===== src/design/assert_macros.svh =====
// Assertion macros shared by the shaper RTL.
`ifndef ASSERT_MACROS_SVH
`define ASSERT_MACROS_SVH

// Property must hold at every clock edge outside reset.
`define ASSERT_HOLDS(lbl, clk, rst, prop, msg) \
   lbl: assert property (@(posedge clk) disable iff (rst) (prop)) else $error(msg);

// Condition must never be true at a clock edge outside reset.
`define ASSERT_NEVER(lbl, clk, rst, cond, msg) \
   lbl: assert property (@(posedge clk) disable iff (rst) !(cond)) else $error(msg);

`endif


===== src/design/tbps_pkg.sv =====
// Package with types and constants of the token bucket packet shaper.
package tbps_pkg;

   localparam int QUEUE_DEPTH_DEFAULT = 64;
   localparam logic [15:0] BUCKET_DEPTH_RESET = 16'd10;

   localparam logic [2:0] EVT_TOKEN_ADDED   = 3'd0;
   localparam logic [2:0] EVT_TOKEN_DROPPED = 3'd1;
   localparam logic [2:0] EVT_TOO_LARGE     = 3'd2;
   localparam logic [2:0] EVT_QUEUED        = 3'd3;
   localparam logic [2:0] EVT_PASSED        = 3'd4;
   localparam logic [2:0] EVT_QUEUE_FULL    = 3'd5;

   localparam logic ACT_TOKEN  = 1'b0;
   localparam logic ACT_PACKET = 1'b1;

   typedef enum logic {
      ST_IDLE,
      ST_EXEC
   } state_type;

   typedef struct packed {
      logic [15:0] id;
      logic [15:0] need;
   } entry_type;

   typedef struct packed {
      logic push;
      logic pop;
   } q_ctrl_type;

   typedef struct packed {
      logic empty;
      logic full;
   } q_stat_type;

endpackage


===== src/design/token_bucket_packet_shaper.sv =====
// Top level of the token bucket packet shaper.
// A transaction is accepted when start is high and busy is low,
// and in the following cycle the head of the waiting queue, read from the queue memory during
// the accept cycle, is checked against the bucket and the queue and bucket are updated. The
// result appears with rsp_valid high for exactly one cycle right after that, and the receiver
// cannot stall it; a new transaction can be accepted in that same cycle, but not while one
// is executing. The bucket depth register may be written at any time the block
// is idle and takes effect for the next transaction.
`include "assert_macros.svh"

module token_bucket_packet_shaper #(
   parameter int QUEUE_DEPTH = tbps_pkg::QUEUE_DEPTH_DEFAULT
) (
   input  logic        clock,
   input  logic        reset,
   input  logic        start,
   output logic        busy,
   input  logic        req_action,
   input  logic [15:0] req_packet_id,
   input  logic [15:0] req_tokens_needed,
   output logic        rsp_valid,
   output logic [2:0]  rsp_event_res,
   output logic        rsp_released_valid,
   output logic [15:0] rsp_released_id,
   output logic [15:0] rsp_bucket_level,
   output logic [6:0]  rsp_queue_fill,
   input  logic        csr_wr_en,
   input  logic [15:0] csr_wr_data
);
   import tbps_pkg::*;

   localparam int CNT_W = $clog2(QUEUE_DEPTH + 1);

   state_type state_ff, state_in;

   logic [15:0] depth_ff;
   logic [15:0] tokens_ff, tokens_in;

   logic        act_ff;
   logic [15:0] id_ff;
   logic [15:0] need_ff;

   logic        rsp_valid_ff;
   logic [2:0]  evt_ff, evt_in;
   logic        rel_valid_ff, rel_valid_in;
   logic [15:0] rel_id_ff, rel_id_in;
   logic [6:0]  fill_ff;

   logic             exec;
   logic             push_c, pop_c;
   logic [15:0]      level_add;
   logic [CNT_W-1:0] q_count, count_after;

   q_ctrl_type q_ctrl;
   q_stat_type q_stat;
   entry_type  head_entry;
   entry_type  push_entry;

   tbps_queue #(
      .QUEUE_DEPTH(QUEUE_DEPTH)
   ) u_queue (
      .clock      (clock),
      .reset      (reset),
      .ctrl       (q_ctrl),
      .push_entry (push_entry),
      .head_entry (head_entry),
      .stat       (q_stat),
      .count      (q_count)
   );

   always_comb begin
      state_in = state_ff;
      unique case (state_ff)
         ST_IDLE: begin
            if (start) begin
               state_in = ST_EXEC;
            end
         end
         ST_EXEC: begin
            state_in = ST_IDLE;
         end
         default: begin
            state_in = ST_IDLE;
         end
      endcase
   end

   always_ff @(posedge clock) begin
      if (reset) begin
         state_ff <= ST_IDLE;
      end else begin
         state_ff <= state_in;
      end
   end

   assign busy = (state_ff != ST_IDLE);
   assign exec = (state_ff == ST_EXEC);

   always_ff @(posedge clock) begin
      if (state_ff == ST_IDLE && start) begin
         act_ff  <= req_action;
         id_ff   <= req_packet_id;
         need_ff <= req_tokens_needed;
      end
   end

   // Decision for the transaction held in the item registers.
   always_comb begin
      level_add    = (tokens_ff < depth_ff) ? tokens_ff + 16'd1 : tokens_ff;
      tokens_in    = tokens_ff;
      evt_in       = EVT_TOKEN_ADDED;
      rel_valid_in = 1'b0;
      rel_id_in    = '0;
      push_c       = 1'b0;
      pop_c        = 1'b0;
      if (act_ff == ACT_TOKEN) begin
         evt_in    = (tokens_ff < depth_ff) ? EVT_TOKEN_ADDED : EVT_TOKEN_DROPPED;
         tokens_in = level_add;
         if (!q_stat.empty && level_add >= head_entry.need) begin
            tokens_in    = level_add - head_entry.need;
            rel_valid_in = 1'b1;
            rel_id_in    = head_entry.id;
            pop_c        = 1'b1;
         end
      end else begin
         if (need_ff > depth_ff) begin
            evt_in = EVT_TOO_LARGE;
         end else if (q_stat.empty && tokens_ff >= need_ff) begin
            tokens_in    = tokens_ff - need_ff;
            rel_valid_in = 1'b1;
            rel_id_in    = id_ff;
            evt_in       = EVT_PASSED;
         end else if (q_stat.full) begin
            evt_in = EVT_QUEUE_FULL;
         end else begin
            push_c = 1'b1;
            evt_in = EVT_QUEUED;
         end
      end
   end

   assign q_ctrl.push     = exec && push_c;
   assign q_ctrl.pop      = exec && pop_c;
   assign push_entry.id   = id_ff;
   assign push_entry.need = need_ff;

   always_comb begin
      count_after = q_count;
      if (push_c) begin
         count_after = q_count + 1'b1;
      end else if (pop_c) begin
         count_after = q_count - 1'b1;
      end
   end

   always_ff @(posedge clock) begin
      if (reset) begin
         depth_ff     <= BUCKET_DEPTH_RESET;
         tokens_ff    <= '0;
         rsp_valid_ff <= 1'b0;
      end else begin
         if (csr_wr_en) begin
            depth_ff <= csr_wr_data;
         end
         if (exec) begin
            tokens_ff <= tokens_in;
         end
         rsp_valid_ff <= exec;
      end
   end

   always_ff @(posedge clock) begin
      if (exec) begin
         evt_ff       <= evt_in;
         rel_valid_ff <= rel_valid_in;
         rel_id_ff    <= rel_id_in;
         fill_ff      <= 7'(count_after);
      end
   end

   assign rsp_valid          = rsp_valid_ff;
   assign rsp_event_res      = evt_ff;
   assign rsp_released_valid = rel_valid_ff;
   assign rsp_released_id    = rel_id_ff;
   assign rsp_bucket_level   = tokens_ff;
   assign rsp_queue_fill     = fill_ff;

   `ASSERT_HOLDS(a_rsp_after_exec, clock, reset, rsp_valid_ff |-> $past(state_ff) == ST_EXEC, "result without execute cycle")
   `ASSERT_HOLDS(a_tick_release_nonempty, clock, reset, (exec && act_ff == ACT_TOKEN && rel_valid_in) |-> !q_stat.empty, "release from empty queue")
   `ASSERT_HOLDS(a_queued_not_full, clock, reset, (exec && evt_in == EVT_QUEUED) |=> !$past(q_stat.full), "packet queued into full queue")

endmodule


===== src/design/tbps_queue.sv =====
// Waiting packet queue: memory, head and tail pointers, fill count.
`include "assert_macros.svh"

module tbps_queue #(
   parameter int QUEUE_DEPTH = tbps_pkg::QUEUE_DEPTH_DEFAULT
) (
   input  logic                                 clock,
   input  logic                                 reset,
   input  tbps_pkg::q_ctrl_type                 ctrl,
   input  tbps_pkg::entry_type                  push_entry,
   output tbps_pkg::entry_type                  head_entry,
   output tbps_pkg::q_stat_type                 stat,
   output logic [$clog2(QUEUE_DEPTH + 1) - 1:0] count
);
   import tbps_pkg::*;

   localparam int PTR_W = $clog2(QUEUE_DEPTH);
   localparam int CNT_W = $clog2(QUEUE_DEPTH + 1);

   entry_type mem [QUEUE_DEPTH];
   entry_type head_rd_ff;

   logic [PTR_W-1:0] head_ff, head_in;
   logic [PTR_W-1:0] tail_ff, tail_in;
   logic [CNT_W-1:0] count_ff, count_in;

   function automatic logic [PTR_W-1:0] next_slot(input logic [PTR_W-1:0] ptr);
      return (ptr == PTR_W'(QUEUE_DEPTH - 1)) ? '0 : ptr + 1'b1;
   endfunction

   // The head entry is registered from memory every cycle; the controller only looks at it
   // once the pointers and memory have settled.
   always_ff @(posedge clock) begin
      if (ctrl.push) begin
         mem[tail_ff] <= push_entry;
      end
      head_rd_ff <= mem[head_ff];
   end

   always_comb begin
      head_in  = ctrl.pop  ? next_slot(head_ff) : head_ff;
      tail_in  = ctrl.push ? next_slot(tail_ff) : tail_ff;
      count_in = count_ff;
      if (ctrl.push && !ctrl.pop) begin
         count_in = count_ff + 1'b1;
      end else if (ctrl.pop && !ctrl.push) begin
         count_in = count_ff - 1'b1;
      end
   end

   always_ff @(posedge clock) begin
      if (reset) begin
         head_ff  <= '0;
         tail_ff  <= '0;
         count_ff <= '0;
      end else begin
         head_ff  <= head_in;
         tail_ff  <= tail_in;
         count_ff <= count_in;
      end
   end

   assign head_entry = head_rd_ff;
   assign stat.empty = (count_ff == '0);
   assign stat.full  = (count_ff == CNT_W'(QUEUE_DEPTH));
   assign count      = count_ff;

   `ASSERT_NEVER(a_no_push_full, clock, reset, ctrl.push && stat.full, "push into full queue")
   `ASSERT_NEVER(a_no_pop_empty, clock, reset, ctrl.pop && stat.empty, "pop from empty queue")
   `ASSERT_NEVER(a_push_pop_excl, clock, reset, ctrl.push && ctrl.pop, "push and pop together")

endmodule


===== config.mk =====
export PLATFORM = sky130hd
export DESIGN_NAME = token_bucket_packet_shaper
export DESIGN_NICKNAME = d
export VERILOG_FILES = /design/src/design/tbps_pkg.sv /design/src/design/token_bucket_packet_shaper.sv /design/src/design/tbps_queue.sv
export VERILOG_INCLUDE_DIRS = /design/src /design/src/design
export SDC_FILE = /design/constraint.sdc
export NUM_CORES = 2
export LEC_CHECK = 0
export ABC_AREA = 0
export BUFFER_PORTS_ARGS = -buffer_cell sky130_fd_sc_hd__buf_2
export CORE_ASPECT_RATIO = 0.5
export CORE_MARGIN = 4
export CORE_UTILIZATION = 60
export CTS_CLUSTER_DIAMETER = 30
export CTS_CLUSTER_SIZE = 28
export DETAILED_ROUTE_END_ITERATION = 6
export GPL_ROUTABILITY_DRIVEN = 0
export GPL_TIMING_DRIVEN = 0
export PLACE_DENSITY = 0.76
export SYNTH_ARGS = -nofsm -noshare
export SYNTH_HDL_FRONTEND = slang
export SYNTH_HIERARCHICAL = 1
export SYNTH_SLANG_ARGS = --single-unit

===== constraint.sdc =====
create_clock -name clock -period 8.2 [get_ports clock]
set_input_delay 0 -clock clock [delete_from_list [all_inputs] [get_ports clock]]
set_output_delay 0 -clock clock [all_outputs]
set_load 0.01 [all_outputs]

==> results by group <==
Timing
  • Hold_ws: around 0.074 ns
  • Final min period: roughly 7.6 ns
  • Fin crit share: between 90% and 100%
  • Slew HR: -0.770%
  • Setup-failing EPs final: 0
  • Fmax: 132 MHz
  • Final hold viol count: 0
  • RSZ-0062 raised after global routing: false
  • Worst-margin pin slew: 1.50 ns
  • Clock skew: around 0.053 ns
  • Fin. max-slew vios: 2

Die
  • Die height: approximately 280 um
  • Site Rows: just under 100
  • Die area: approximately 150,000 sq um
  • Core ar.: 141,000 sq um
  • Width of the die: approximately 540 um
  • Ports: 98
  • Initial core utilization: around three fifths

Logic synthesis
  • Gate Count Post-Synth: about 4,200
  • Synth warn: 6
  • Top cells by count, synth: edfxtp_1, mux4_2, nor2_1
  • Post-synth ARST share: 0%
  • Synth unique cells: between 80 and 90
  • Synthesized area: between 80,000 and 90,000 sq um
  • Avg Inst Size Synth: around 21 sq um
  • Post-synthesis sequential area ratio: about 76%
  • Top-count cell post-synth: edfxtp_1
  • Share of Yosys cell area claimed by the top area cell type: between 70% and 80%
  • Seq cells post-synth: approximately 2,200
  • Main area contributors after synthesis: edfxtp_1, mux4_2, dfxtp_1, mux2i_1, ha_1
  • Synthesized net count: between 4,000 and 5,000
  • Ys flop type: edfxtp_1
  • Biggest area consumer among synthesized cells: edfxtp_1
  • EDFF count, synth: about 2,100

Clocking
  • Clock root buffer: clkbuf_16
  • CTS tree: built
  • H-tree depth: 4
  • Reg clk slew, reported paths: ~0.060 ns
  • Total CTS buffers: 220
  • Clock insertion delay at the later pin of the skew report: roughly 0.88 ns
  • Longest Clk Path Bufs: 3
  • CTS sink cnt: roughly 2,200

Worst setup path
  • Worst path required time: between 8 and 9 ns
  • Worst Setup End Kind: register
  • Category of the most critical setup path: register to register
  • Kind of launch point of the worst setup path: register
  • CP max FO: 9
  • CP arrival: roughly 8.3 ns

Outcome
  • Status: complete, but fails checks
  • Failing checks: design-rule violations, max-capacitance violations, max-slew violations

Global route
  • First-pass GRT wire length: about 360,000 um
  • Gr usage total: 34.4%
  • Vias in the first global route: slightly below 50,000
  • Largest net degree at the start of global routing: 37
  • Initial antenna violation count: 20
  • GRT overflow: 0

Pwr
  • LEAKAGE: 0.0324 uW
  • Worst VDD drop: 258 uV
  • Pwr/cell area: 235 nW/um^2
  • Tot Pwr: roughly 24,000 uW

Route
  • Post-route DRC: 12
  • Antenna-violating nets left: 0
  • Post-Route WL: 254,000 um
  • WL/cell: about 37 um
  • Via Count: a little under 50,000
  • Initial DRC Count: 9,004
  • Drt first pass iters: 7
  • Routed vias/inst: about 7.2

Place
  • Final HPWL DP: ~160,000 um
  • Placed Instances: about 6,300
  • Port Buffer Count: 96

Finish
  • Post-route insts no fill: 6,859
  • P&R area growth vs syn: 18.5%
  • Nets: 4,897
  • Layout cell share with drive strength beyond 1: 27.3%

Job
  • Max cap viols: 1

Min path
  • Hold Crit Class: primary input to register
[final timing paths]
kind | from | to | slack [ns] | cells past startpoint
max | rsp_bucket_level[11] | u_queue/count[5] | 0.64 | 23
min | csr_wr_en | depth_ff[1] | 0.07 | 4
max reg2reg | rsp_bucket_level[11] | u_queue/count[5] | 0.64 | 23
min reg2reg | depth_ff[12] | depth_ff[12] | 0.52 | 2
[cell families after synthesis]
| kind of cell | synth area share, % |
|---|---|
| adders and majority gates | 1.15 |
| DFF | 75.5 |
| buffers and inverters | 1.63 |
| AOI/OAI and AO/OA | 4.55 |
| xor gates and xnor gates | 0.550 |
| and+or+nand+nor | 2.32 |
| muxes | 14.3 |
[metal layers]
layer	up-vias	wire [um]	global-route usage, %
li1	18799	-	-
met1	25159	85300	45.0
met2	4633	115000	52.1
met3	925	40900	13.7
met4	12	13400	14.4
met5	-	83	0.634
[placed cells by master (no fill, tap or decap), types with 64 or more instances in the layout]
cell type      Yosys  routed
edfxtp_1        2108    2108
mux4_2           478     478
clkbuf_16          0     225
buf_2             66     162
mux2i_1          148     148
a21oi_1          115     115
dlygate4sd3_1      0     108
nor2_1           156      99
a22oi_1           97      97
clkbuf_1          92      96
dfxtp_1           85      84
a211oi_1          84      75
ha_1              74      74
buf_16             0      71
nand2_1           64      64
inv_1             64      64
[area by class of cell]
class / instances / area (sq um)
clock buffers: 231 / 5670
well taps: 1881 / 2350
fillers: 7511 / 39300
diodes: 14 / 35.0
flip-flops and latches: 2193 / 65000
multi-input cells: 1702 / 20200
inverters: 65 / 244
plain buffers: 225 / 1160
clock inverters: 188 / 2400
repair buffers: 360 / 4970
[flip-flops by register name (all words and copies together), names as in the netlist]
name and count:
act_ff 1, busy 1, depth_ff 16, id_ff 16, need_ff 16, rsp_bucket_level 16, rsp_event_res 3, rsp_queue_fill 7
rsp_released_id 16, rsp_released_valid 1, rsp_valid 1, u_queue/count 7, u_queue/head_entry 32, u_queue/head_ff 6, u_queue/mem 2048, u_queue/tail_ff 6
[critical path, stage by stage (launching register included)]
cell and delay [ns]:
dfxtp_1 0.54, ha_1 0.31, a21oi_1 0.14, o21ai_0 0.13, a211oi_2 0.52, nand4_4 0.25
nor2_2 0.25, nand3_1 0.16, xnor2_1 0.19, ha_1 0.40, nand4_1 0.19, a311oi_2 0.39
o31a_1 0.35, nand2_1 0.31, nor2_2 0.74, inv_1 0.51, ha_1 0.40, inv_1 0.23
ha_1 0.28, a21o_1 0.18, a21o_1 0.19, a21oi_1 0.22, nor3_1 0.09, or3b_2 0.44
[timing repair]
item | in CTS | in global routing
setup buffers | 0 | 0
endpoints found under the hold margin | 91 | 0
endpoints found under the setup margin | 0 | 2
hold buffers | 108 | 0
gates resized for setup | 0 | 1
[metrics by stage]
step / cell area [sq um] / util, % / setup WS, ns / setup TNS, ns
after CTS: 102000 / 72.1 / 0.473 / 0
after global placement: 88900 / 62.9 / -5.03 / -1651.22
after floorplan: 86100 / - / 1.10 / 0
after global routing: 102000 / 72.2 / 0.377 / 0
after detailed placement: 92800 / 65.7 / 0.530 / 0
final: 102000 / 72.2 / 0.641 / 0
[where the power goes]
part	switching (uW)	internal, uW
Sequential	73.4	12300
Combinational	352	235
Clock	4900	6100
Total	5330	18600
(Power assumes the default switching activity.)
